$ cat src/hdl/cla_pkg.sv
`default_nettype none

package cla_pkg;

    localparam logic OP_DATA  = 1'b0;
    localparam logic OP_CLEAR = 1'b1;

    localparam logic [7:0] CH_CR    = 8'h0D;
    localparam logic [7:0] CH_LF    = 8'h0A;
    localparam logic [7:0] CH_TAB   = 8'h09;
    localparam logic [7:0] CH_SPACE = 8'h20;
    localparam logic [7:0] CH_UP_A  = 8'h41;
    localparam logic [7:0] CH_UP_Z  = 8'h5A;
    localparam logic [7:0] CH_NUL   = 8'h00;

    typedef logic [1:0] t_none_idx;
    localparam t_none_idx NONE_LAST = 2'd3;

    localparam logic [7:0] NONE_TEXT [4] = '{8'h6E, 8'h6F, 8'h6E, 8'h65};

    // controller -> datapath
    typedef struct packed {
        logic clear;
        logic store;
        logic start_read;
        logic emit_data;
        logic start_none;
        logic emit_none;
    } t_dp_cmd;

    // datapath -> controller
    typedef struct packed {
        logic in_cr;
        logic in_lf;
        logic full;
        logic empty_line;
        logic out_free;
        logic last_data;
        logic last_none;
    } t_dp_sts;

    function automatic logic [7:0] to_lower(input logic [7:0] c);
        logic [7:0] r;
        r = c;
        if (c >= CH_UP_A && c <= CH_UP_Z) begin
            r = c + 8'h20;
        end
        return r;
    endfunction

    function automatic logic is_blank(input logic [7:0] c);
        return (c == CH_SPACE) || (c == CH_TAB);
    endfunction

endpackage

`default_nettype wire

$ cat src/hdl/cla_ctrl.sv
`default_nettype none

module cla_ctrl (
    input  wire logic            i_clk,
    input  wire logic            i_rst_n,
    input  wire logic            i_valid,
    input  wire logic            i_opcode,
    output logic                 o_ready,
    input  wire cla_pkg::t_dp_sts i_sts,
    output cla_pkg::t_dp_cmd     o_cmd
);

    typedef enum logic [1:0] {
        S_IDLE,
        S_EMIT,
        S_NONE
    } t_state;

    t_state r_state, n_state;
    logic   r_ready;
    logic   w_accept;

    assign w_accept = i_valid && r_ready;
    assign o_ready  = r_ready;

    always_comb begin
        n_state = r_state;
        o_cmd   = '0;
        case (r_state)
            S_IDLE: begin
                if (w_accept) begin
                    if (i_opcode == cla_pkg::OP_CLEAR) begin
                        o_cmd.clear = 1'b1;
                    end else if (i_sts.in_cr) begin
                        // dropped
                    end else if (i_sts.in_lf) begin
                        if (i_sts.empty_line) begin
                            o_cmd.start_none = 1'b1;
                            n_state          = S_NONE;
                        end else begin
                            o_cmd.start_read = 1'b1;
                            n_state          = S_EMIT;
                        end
                    end else if (i_sts.full) begin
                        o_cmd.clear = 1'b1;
                    end else begin
                        o_cmd.store = 1'b1;
                    end
                end
            end
            S_EMIT: begin
                if (i_sts.out_free) begin
                    o_cmd.emit_data = 1'b1;
                    if (i_sts.last_data) begin
                        o_cmd.clear = 1'b1;
                        n_state     = S_IDLE;
                    end
                end
            end
            S_NONE: begin
                if (i_sts.out_free) begin
                    o_cmd.emit_none = 1'b1;
                    if (i_sts.last_none) begin
                        o_cmd.clear = 1'b1;
                        n_state     = S_IDLE;
                    end
                end
            end
            default: begin
                n_state = S_IDLE;
            end
        endcase
    end

    always_ff @(posedge i_clk) begin
        if (!i_rst_n) begin
            r_state <= S_IDLE;
            r_ready <= 1'b0;
        end else begin
            r_state <= n_state;
            r_ready <= (n_state == S_IDLE);
        end
    end

endmodule

`default_nettype wire

$ cat src/hdl/cla_dpath.sv
`default_nettype none

module cla_dpath #(
    parameter int LINE_MAX = 32
) (
    input  wire logic             i_clk,
    input  wire logic             i_rst_n,
    input  wire logic [7:0]       i_data_byte,
    input  wire cla_pkg::t_dp_cmd i_cmd,
    output cla_pkg::t_dp_sts      o_sts,
    output logic                  o_valid,
    input  wire logic             i_ready,
    output logic [7:0]            o_cmd_char,
    output logic                  o_last_char
);

    localparam int DEPTH = LINE_MAX - 1;
    localparam int CW    = $clog2(LINE_MAX);
    localparam int AW    = $clog2(DEPTH);

    logic [7:0]          r_mem [DEPTH];
    logic [7:0]          r_rd;
    logic [CW-1:0]       r_fill;
    logic [AW-1:0]       r_first;
    logic [CW-1:0]       r_end;
    logic                r_zero;
    logic [AW-1:0]       r_cursor;
    cla_pkg::t_none_idx  r_none_idx;
    logic                r_out_valid;
    logic [7:0]          r_out_char;
    logic                r_out_last;

    logic [AW:0]         w_rd_next;
    logic [AW:0]         w_rd_addr;
    logic                w_rd_en;

    assign w_rd_next = {1'b0, r_cursor} + 1'b1;
    assign w_rd_addr = i_cmd.start_read ? {1'b0, r_first} : w_rd_next;
    assign w_rd_en   = (i_cmd.start_read || i_cmd.emit_data)
                       && (w_rd_addr < (AW + 1)'(DEPTH));

    always_comb begin
        o_sts.in_cr      = (i_data_byte == cla_pkg::CH_CR);
        o_sts.in_lf      = (i_data_byte == cla_pkg::CH_LF);
        o_sts.full       = (r_fill == CW'(DEPTH));
        o_sts.empty_line = (r_end == '0);
        o_sts.out_free   = !r_out_valid || i_ready;
        o_sts.last_data  = (w_rd_next == (AW + 1)'(r_end));
        o_sts.last_none  = (r_none_idx == cla_pkg::NONE_LAST);
    end

    // line store: one write port, one registered read port
    always_ff @(posedge i_clk) begin
        if (i_cmd.store) begin
            r_mem[r_fill[AW-1:0]] <= i_data_byte;
        end
        if (w_rd_en) begin
            r_rd <= r_mem[w_rd_addr[AW-1:0]];
        end
    end

    always_ff @(posedge i_clk) begin
        if (i_cmd.emit_data) begin
            r_out_char <= cla_pkg::to_lower(r_rd);
            r_out_last <= (w_rd_next == (AW + 1)'(r_end));
        end else if (i_cmd.emit_none) begin
            r_out_char <= cla_pkg::NONE_TEXT[r_none_idx];
            r_out_last <= (r_none_idx == cla_pkg::NONE_LAST);
        end
    end

    always_ff @(posedge i_clk) begin
        if (!i_rst_n) begin
            r_fill      <= '0;
            r_first     <= '0;
            r_end       <= '0;
            r_zero      <= 1'b0;
            r_cursor    <= '0;
            r_none_idx  <= '0;
            r_out_valid <= 1'b0;
        end else begin
            if (i_cmd.emit_data || i_cmd.emit_none) begin
                r_out_valid <= 1'b1;
            end else if (i_ready) begin
                r_out_valid <= 1'b0;
            end

            if (i_cmd.start_none) begin
                r_none_idx <= '0;
            end else if (i_cmd.emit_none) begin
                r_none_idx <= r_none_idx + 1'b1;
            end

            if (i_cmd.clear) begin
                r_fill   <= '0;
                r_first  <= '0;
                r_end    <= '0;
                r_zero   <= 1'b0;
                r_cursor <= '0;
            end else begin
                if (i_cmd.start_read) begin
                    r_cursor <= r_first;
                end else if (i_cmd.emit_data) begin
                    r_cursor <= w_rd_next[AW-1:0];
                end

                if (i_cmd.store) begin
                    r_fill <= r_fill + 1'b1;
                    // text past the first zero byte is ignored by the readout
                    if (!r_zero) begin
                        if (i_data_byte == cla_pkg::CH_NUL) begin
                            r_zero <= 1'b1;
                        end else if (!cla_pkg::is_blank(i_data_byte)) begin
                            if (r_end == '0) begin
                                r_first <= r_fill[AW-1:0];
                            end
                            r_end <= r_fill + 1'b1;
                        end
                    end
                end
            end
        end
    end

    assign o_valid     = r_out_valid;
    assign o_cmd_char  = r_out_char;
    assign o_last_char = r_out_last;

endmodule

`default_nettype wire

$ cat src/hdl/command_line_assembler.sv
// Command line assembler. Input items are received bytes (opcode 0) or a
// connection event (opcode 1) that clears the line. Bytes other than CR and
// LF go into a LINE_MAX-1 byte line store, one item per cycle; a byte that
// arrives with the store full clears the line and is lost. LF sends the
// line out trimmed of spaces and tabs, lowercased, cut at the first zero
// byte, or "none" if nothing is left, with o_last_char on the final
// character. During the readout o_ready stays low until the last character
// is emitted, longer while the output side stalls: the characters come one
// per cycle when the output is free, through the store's single registered
// read port and the output register. The last character may wait in the
// output register while new bytes are already taken.
`default_nettype none

module command_line_assembler #(
    parameter int LINE_MAX = 32
) (
    input  wire logic       i_clk,
    input  wire logic       i_rst_n,
    input  wire logic       i_valid,
    output logic            o_ready,
    input  wire logic       i_opcode,
    input  wire logic [7:0] i_data_byte,
    output logic            o_valid,
    input  wire logic       i_ready,
    output logic [7:0]      o_cmd_char,
    output logic            o_last_char
);

    cla_pkg::t_dp_cmd w_cmd;
    cla_pkg::t_dp_sts w_sts;

    cla_ctrl u_ctrl (
        .i_clk    (i_clk),
        .i_rst_n  (i_rst_n),
        .i_valid  (i_valid),
        .i_opcode (i_opcode),
        .o_ready  (o_ready),
        .i_sts    (w_sts),
        .o_cmd    (w_cmd)
    );

    cla_dpath #(
        .LINE_MAX (LINE_MAX)
    ) u_dpath (
        .i_clk       (i_clk),
        .i_rst_n     (i_rst_n),
        .i_data_byte (i_data_byte),
        .i_cmd       (w_cmd),
        .o_sts       (w_sts),
        .o_valid     (o_valid),
        .i_ready     (i_ready),
        .o_cmd_char  (o_cmd_char),
        .o_last_char (o_last_char)
    );

endmodule

`default_nettype wire

$ cat config.mk
export PLATFORM = sky130hd
export DESIGN_NAME = command_line_assembler
export DESIGN_NICKNAME = d
export VERILOG_FILES = /design/src/hdl/cla_pkg.sv /design/src/hdl/cla_ctrl.sv /design/src/hdl/cla_dpath.sv /design/src/hdl/command_line_assembler.sv
export SDC_FILE = /design/constraint.sdc
export NUM_CORES = 1
export LEC_CHECK = 0
export BUFFER_PORTS_ARGS = -buffer_cell sky130_fd_sc_hd__buf_2
export CORE_ASPECT_RATIO = 0.6
export CORE_UTILIZATION = 56
export CTS_CLUSTER_DIAMETER = 30
export DETAILED_ROUTE_END_ITERATION = 8
export PLACE_DENSITY = 0.83
export SLEW_MARGIN = 20
export SYNTH_ARGS = -nofsm -noshare
export SYNTH_HDL_FRONTEND = slang
export SYNTH_SLANG_ARGS = --single-unit
$ cat constraint.sdc
create_clock -name i_clk -period 2.9 [get_ports i_clk]
set_input_delay 0.435 -clock i_clk [delete_from_list [all_inputs] [get_ports i_clk]]
set_output_delay 0.435 -clock i_clk [all_outputs]
set_load 0.02 [all_outputs]
== After elaboration in Yosys (flattened, before gate mapping) ==
Memories as Yosys holds them, arrays and structs flattened. A register that Yosys moved wholly into a read port is not among the register bits.
Cells that the tools add are included.
Widths: inputs -> output; s select.

* Memories kept: 1
* Bits in writable memories: 248
* Register bits: 36
* Input bits: 13
* Output and inout port bits: 11
* Word-level logic and storage cells: 104

{| class="wikitable"
|+ Memories
! name !! words !! bits a word !! read ports !! clocked after memory_dff !! wr ports !! line !! source
|-
| u_dpath.r_mem || 31 || 8 || 1 || 1 || 1 || cla_dpath.sv:21 || <nowiki>logic [7:0] r_mem [DEPTH];</nowiki>
|}

* Reduce and logical (&&, ||, !) cells: 19
* Add/subtract/negate cells: 4
* Eq/ne operators: 9
* Bitwise gates (word level): 5
* Mux-type cells: 51
* $lt $le $gt $ge: 4

{| class="wikitable"
|+ Operator list
! cell !! number
|-
| $mux 8 || 5
|-
| $mux 1 || 26
|-
| $eq 8x4->1 const B || 3
|-
| $mux 2 || 12
|-
| $bmux 8 s2 || 1
|-
| $mux 5 || 2
|-
| $add 8x6->8 const B || 1
|-
| $eq 8x6->1 const B || 1
|-
| $ge 8x7->1 const B || 1
|-
| $le 8x7->1 const B || 1
|-
| $logic_not 8->1 || 1
|-
| $add 5x1->6 const B || 1
|-
| $eq 6x5->1 || 1
|-
| $lt 6x5->1 const B || 1
|-
| $mux 3 || 2
|-
| $mux 6 || 1
|-
| $pmux 2 s3 || 1
|-
| $reduce_bool 2->1 || 3
|-
| $add 5x1->5 const B || 1
|-
| $eq 5x5->1 const B || 1
|-
| $logic_not 5->1 || 1
|-
| $reduce_and 5->1 || 1
|-
| $eq 2x2->1 const B || 2
|-
| $logic_not 2->1 || 2
|-
| 11 further kinds || 20
|}

== Depth between registers and ports, before layout ==
* Word-level depth: 10
* Gate-level depth with buffers: 12
* Gate-level depth less buffers: 9

== Hierarchy ==
A second synthesis with hierarchy kept.

* Cells, all modules: 957
* Area, all modules: 12715.9 µm²

{| class="wikitable"
|+ Modules (own cells, without submodules)
! module !! area an instance (µm²) !! times used !! sequential area each (µm²) !! cells each
|-
| cla_dpath || 12381.9 || 1 || 8438.1 || 918
|-
| cla_ctrl || 334.1 || 1 || 60.1 || 39
|}

== Least setup slack after synthesis ==
No wires, ideal clock.

* Path kind: register -> register
* Start: register u_ctrl.r_state[0]
* End: register u_dpath.r_rd[0], read port of u_dpath.r_mem (enable)
* Period minus slack after synthesis: 2.866 ns
* Setup time: 0.375 ns
* Required time: 2.525 ns
* Arrival: 2.490 ns
* Cell stages (with the launch flop): 11
* Buffers on the path: 3
* Setup slack: 0.034 ns
* Cell sequence: dfxtp_1 -> inv_1 -> ha_1 -> nand4b_1 -> o31ai_1 -> and2_4 -> buf_6 -> buf_4 -> buf_2 -> nor3_1 -> a21oi_1

* Word-level cells in the longest chain between the ends: 5
* Elaborated cells between the ends (all ways): 8
* Those cells by class: 1 x order compare; 1 x eq/ne; 3 x mux; 3 x reduce/logical

{| class="wikitable"
|+ RTL lines
! element !! line !! source
|-
| start, declared || cla_ctrl.sv:19 || <nowiki>t_state r_state, n_state;</nowiki>
|-
| start signal, assigned || cla_ctrl.sv:80 || <nowiki>r_state <= n_state;</nowiki>
|-
| $logic_not 2->1 || cla_ctrl.sv:29 || <nowiki>case (r_state)</nowiki>
|-
| $mux 2 || cla_ctrl.sv:29 ||
|-
| $mux 6 || cla_dpath.sv:38 || <nowiki>assign w_rd_addr = i_cmd.start_read ? {1'b0, r_first} : w_rd_next;</nowiki>
|-
| $lt 6x5->1 || cla_dpath.sv:40 || <nowiki>&& (w_rd_addr < (AW + 1)'(DEPTH));</nowiki>
|-
| $logic_and 1x1->1 * || cla_dpath.sv:40 ||
|-
| via u_dpath.w_rd_en || cla_dpath.sv:35 || <nowiki>logic w_rd_en;</nowiki>
|-
| end, declared || cla_dpath.sv:22 || <nowiki>logic [7:0] r_rd;</nowiki>
|}

Mark *: on every way through the listed nets, which the timed path passes. The rest lies on a longest branch.
A chain may end at the register's enable or synchronous reset.

== Worst setup path in the final report ==
* Start: register u_dpath.r_end[1]
* End: register u_dpath.r_rd[2], read port of u_dpath.r_mem (data pin)

* Word-level cells in the longest chain between the ends: 10
* Elaborated cells between the ends (all ways): 11
* Those cells by class: 1 x order compare; 7 x mux; 3 x reduce/logical

{| class="wikitable"
|+ RTL lines
! element !! line !! source
|-
| start, declared || cla_dpath.sv:25 || <nowiki>logic [CW-1:0] r_end;</nowiki>
|-
| start signal, assigned || cla_dpath.sv:117 || <nowiki>r_end <= r_fill + 1'b1;</nowiki>
|-
| $logic_not 5->1 * || cla_dpath.sv:46 || <nowiki>o_sts.empty_line = (r_end == '0);</nowiki>
|-
| $mux 1 * || cla_ctrl.sv:37 || <nowiki>if (i_sts.empty_line) begin</nowiki>
|-
| $mux 1 * || cla_ctrl.sv:36 || <nowiki>end else if (i_sts.in_lf) begin</nowiki>
|-
| $mux 3 * || cla_ctrl.sv:34 || <nowiki>end else if (i_sts.in_cr) begin</nowiki>
|-
| $mux 2 * || cla_ctrl.sv:32 || <nowiki>if (i_opcode == cla_pkg::OP_CLEAR) begin</nowiki>
|-
| $mux 3 * || cla_ctrl.sv:31 || <nowiki>if (w_accept) begin</nowiki>
|-
| $mux 2 * || cla_ctrl.sv:29 ||
|-
| $mux 6 || cla_dpath.sv:38 ||
|-
| $lt 6x5->1 || cla_dpath.sv:40 ||
|-
| $logic_and 1x1->1 || cla_dpath.sv:40 ||
|}

Mark *: on every way between the ends. The rest lies on a longest branch, timed or not.

==> summary by stage <==
Outcome
The flow ran to the end, but the final reports show violations. The final reports fail on design-rule violations, negative setup slack.

Power
The total power draw is 9.165 mW. The leakage power figure is 5.294 nW. The power per cell area is 597.8 mW/mm^2. VDD sags by at most 0.0006148 V.

Finish
The area of combinational cells with multiple inputs is 0.004026 mm^2. The sequential cells in the finished layout cover a total of 0.008499 mm^2. At the end of the flow the core is filled with cells to 72.19%. The synthesis-to-finish area growth is 24.83%. The post-route cell area is 0.01533 mm^2. The layout net count is 1106. Cells with a size suffix above 1 make up 27.36% of the layout. The layout has 1266 filler cells.

The number of antenna diodes in the final layout is 0.

Floorplanning
The die covers 0.02255 mm^2. The floorplan step set the die width to 193.2 um. The number of top-level pins is 24. The vertical die dimension is 116.7 um. The core box area is 0.02124 mm^2. The initial core utilization is 57.83%. In this run the core area contains 41 standard-cell rows.

Synth
The largest area contributor in the netlist is edfxtp_1. The Yosys step of the flow raised 0 warnings. edfxtp_1 is the most common cell in the netlist. After synthesis, the share of flip-flops with an asynchronous set or reset is 0%. The prevailing post-synth register cell is edfxtp_1. The cell area after synthesis is 0.01228 mm^2.

Ranked by instance count, the synthesized netlist is headed by edfxtp_1, nand2_1, nor2_1. By area the synthesized netlist is led by edfxtp_1, nand2_1, dfxtp_1. The number of enable-type register cells in the synthesized netlist is 265. The number of nets produced by synthesis is 960. The number of instances in the synthesized netlist is 934. The count of unique library cells instantiated by Yosys is 63. In this run, synthesis produced a sequential element count of 292.

Each instance of the synthesized netlist takes up on average 13.15 um^2. For this run, the register share of the synthesized area comes to 69.19%. After synthesis, the largest area contributor takes up 64.79% of total cell area.

Placed design
Before CTS, the worst setup slack after placement is -581.3 ps. The final RePlAce weighted congestion is 0.9361. After detailed placement, the total cell area comes to 0.01353 mm^2.

The detailed-placement wirelength estimate is 21.49 mm. Input and output buffers added on the ports amount to 23.

Route
The total routed wirelength is 35.36 mm. The first routing iteration left 1346 violations. Detailed routing placed a total of 5.446 mm of wire on met3. The number of nets with antenna violations after detailed routing is 0. Dividing the detail-routed via count by the number of cells gives 6.511. The sum of routed wire segments on met1 is 13.54 mm. The routed layout has 9005 vias. The number of DRC violations after detailed routing is 2. After detailed routing, the met2 layer carries 15.35 mm of wire. Before antenna repair, the detailed router went through 9 iterations.

Dividing the detail-routed wire length by the instance count gives 25.56 um. The highest metal layer carrying signal wires in the routed design is met4.

STA
Adding up every negative setup slack in the final design gives -257.5 ps. The slew at the pin closest to its max-slew limit is 882.2 ps. Counting I/O delays and the setup requirement, the final critical path takes 2972 ps.

The post-route worst setup slack is -71.95 ps. The final number of max-transition violations is 0. The final worst-path cycle share is 102.5%. Setup repair after global routing could not meet its margin everywhere. The maximum clock skew at final layout is 36.99 ps. The number of endpoints with negative hold slack in the final report came to 0. The worst pin sits at a relative slew slack of 40.97%. The fmax is 336.5 MHz. Setup violations remaining at the end of the flow were counted as 7.

Critical path
The total buffers and inverters traversed by the critical path is 4. STA classifies the critical path startpoint as a flip-flop. The slowest stage of the critical path belongs to the cell or4_4. The largest driver fanout on the critical path is 20. Grouping stages by cell kind, the critical path spends the most delay in simple AND/OR/NAND/NOR gates. The maximum cell stage delay along the critical path is 550 ps. The worst setup path is captured at a flip-flop. The signal on the critical path passes through or4_4, nor2_4, or4b_4, buf_8, nand2_2, buf_6, buf_4, buf_4, nand2_1, a31oi_4, a2111oi_4, a22oi_1. The path type of the worst setup path is flip-flop to flip-flop. The critical path data required time is 3130 ps. For the worst setup path, the data arrival time is 3210 ps. The most used cell along the critical path is buf_4.

Clock tree
Hold repair after CTS inserted 0 buffers. Clock-pin slew was measured on the worst setup and hold paths at 60 ps. The cell at the root of the clock tree is clkbuf_16.

The depth of the CTS H-tree is 2. The clock passes through at most 3 buffers. The clock insertion delay at the later pin of the skew report is 520 ps. The sink count of the clock tree is 292. The total CTS buffers is 35. TritonCTS built the clock tree.

Flow run
The reported max-cap violation count is 0.

GRT
Entering global routing, the biggest net connects 36 pins. The total global-route track usage is 31.19%. Global routing finished with a remaining overflow of 0. The initial antenna violation count is 0.

The wire length of the first global-routing pass is 50.23 mm. The number of global-route vias before repair is 8124.

Min path
The path type of the worst min-delay path is primary input to flip-flop.
what timing repair did:
action / in CTS / in global routing
cloned: 2 / 0
endpoints found under the setup margin: 8 / 24
pin swaps: 13 / 14
buffers inserted: 4 / 4
gates resized for setup: 55 / 60
cells by family (layout without fill, tap and decap cells):
logic type                 count (synthesis)  in the layout  synth area share (%)
buffers and inverters                     55            223                 2.333
AOI/OAI and AO/OA                        163            163                 9.321
adders and majority gates                 13             13                 1.324
xor gates and xnor gates                  16             16                 1.253
DFF                                      292            292                 69.19
muxes                                     43             43                 3.667
and+or+nand+nor                          352            354                 12.91
metrics by stage:
step | hold WS (ps) | instances
after detailed placement | 469.2 | 1313
after global routing | 222.9 | 1383
after floorplan | 437.6 | 934
after CTS | 187.8 | 1380
after global placement | 448.8 | 1313
final | 196.7 | 1383
where the power goes:
| part | total, mW | switching, mW | internal [mW] |
|---|---|---|---|
| registers | 4.59 | 0.00349 | 4.59 |
| clock network | 4.39 | 1.75 | 2.64 |
| logic | 0.185 | 0.131 | 0.0532 |
| total | 9.17 | 1.89 | 7.28 |
flip-flops by register name, summed over array words and instances, names as in the netlist:
signal               count
u_ctrl.o_ready           1
u_dpath.r_cursor         5
u_dpath.r_first          5
u_dpath.o_valid          1
u_ctrl.r_state           2
u_dpath.r_zero           1
u_dpath.o_cmd_char       8
u_dpath.r_fill           5
u_dpath.r_none_idx       2
u_dpath.o_last_char      1
u_dpath.r_rd             8
u_dpath.r_mem          248
u_dpath.r_end            5
placed cells by master, fill, tap and decap left out, types with 6 or more instances in the layout:
cell | Yosys | layout
a211oi_1 | 28 | 12
a211oi_2 | 1 | 14
a21boi_0 | 18 | 14
a21oi_1 | 34 | 29
a22oi_1 | 9 | 8
a311oi_2 | 0 | 13
a31oi_1 | 14 | 10
a32oi_1 | 6 | 6
buf_12 | 0 | 9
buf_2 | 18 | 23
buf_4 | 3 | 112
buf_6 | 6 | 9
clkbuf_1 | 16 | 6
clkbuf_16 | 0 | 38
dfxtp_1 | 27 | 26
edfxtp_1 | 265 | 265
ha_1 | 13 | 12
mux2i_1 | 36 | 33
nand2_1 | 171 | 169
nand3_1 | 43 | 42
nand4_1 | 7 | 7
nor2_1 | 77 | 74
o21ai_0 | 11 | 8
xnor2_1 | 8 | 8
xor2_1 | 7 | 7
cell type report:
cell class	instances	share of cell area [%]
inverters	7	0.1714
well taps	279	2.277
flip-flops and latches	292	55.44
clock inverters	15	1.053
repair buffers	155	8.267
multi-input cells	589	26.26
clock buffers	46	6.529
worst paths after layout:
kind / start / end / slack, ps / cells past startpoint
worst min-delay path: i_rst_n / u_ctrl.r_state[1] / 200 / 2
worst min register to register: u_dpath.r_none_idx[1] / u_dpath.r_none_idx[1] / 490 / 2
worst max-delay path: u_dpath.r_end[1] / u_dpath.r_rd[2] / -70 / 12
worst max register to register: u_dpath.r_end[1] / u_dpath.r_rd[2] / -70 / 12
layer usage:
| layer | vias to the layer above | GRT usage (%) |
|---|---|---|
| li1 | 3825 | - |
| met1 | 4342 | 44.98 |
| met2 | 728 | 45.14 |
| met3 | 110 | 11.06 |
| met4 | 0 | 7.969 |
| met5 | - | 0 |
Note: power is estimated with default switching activity, not from simulation.
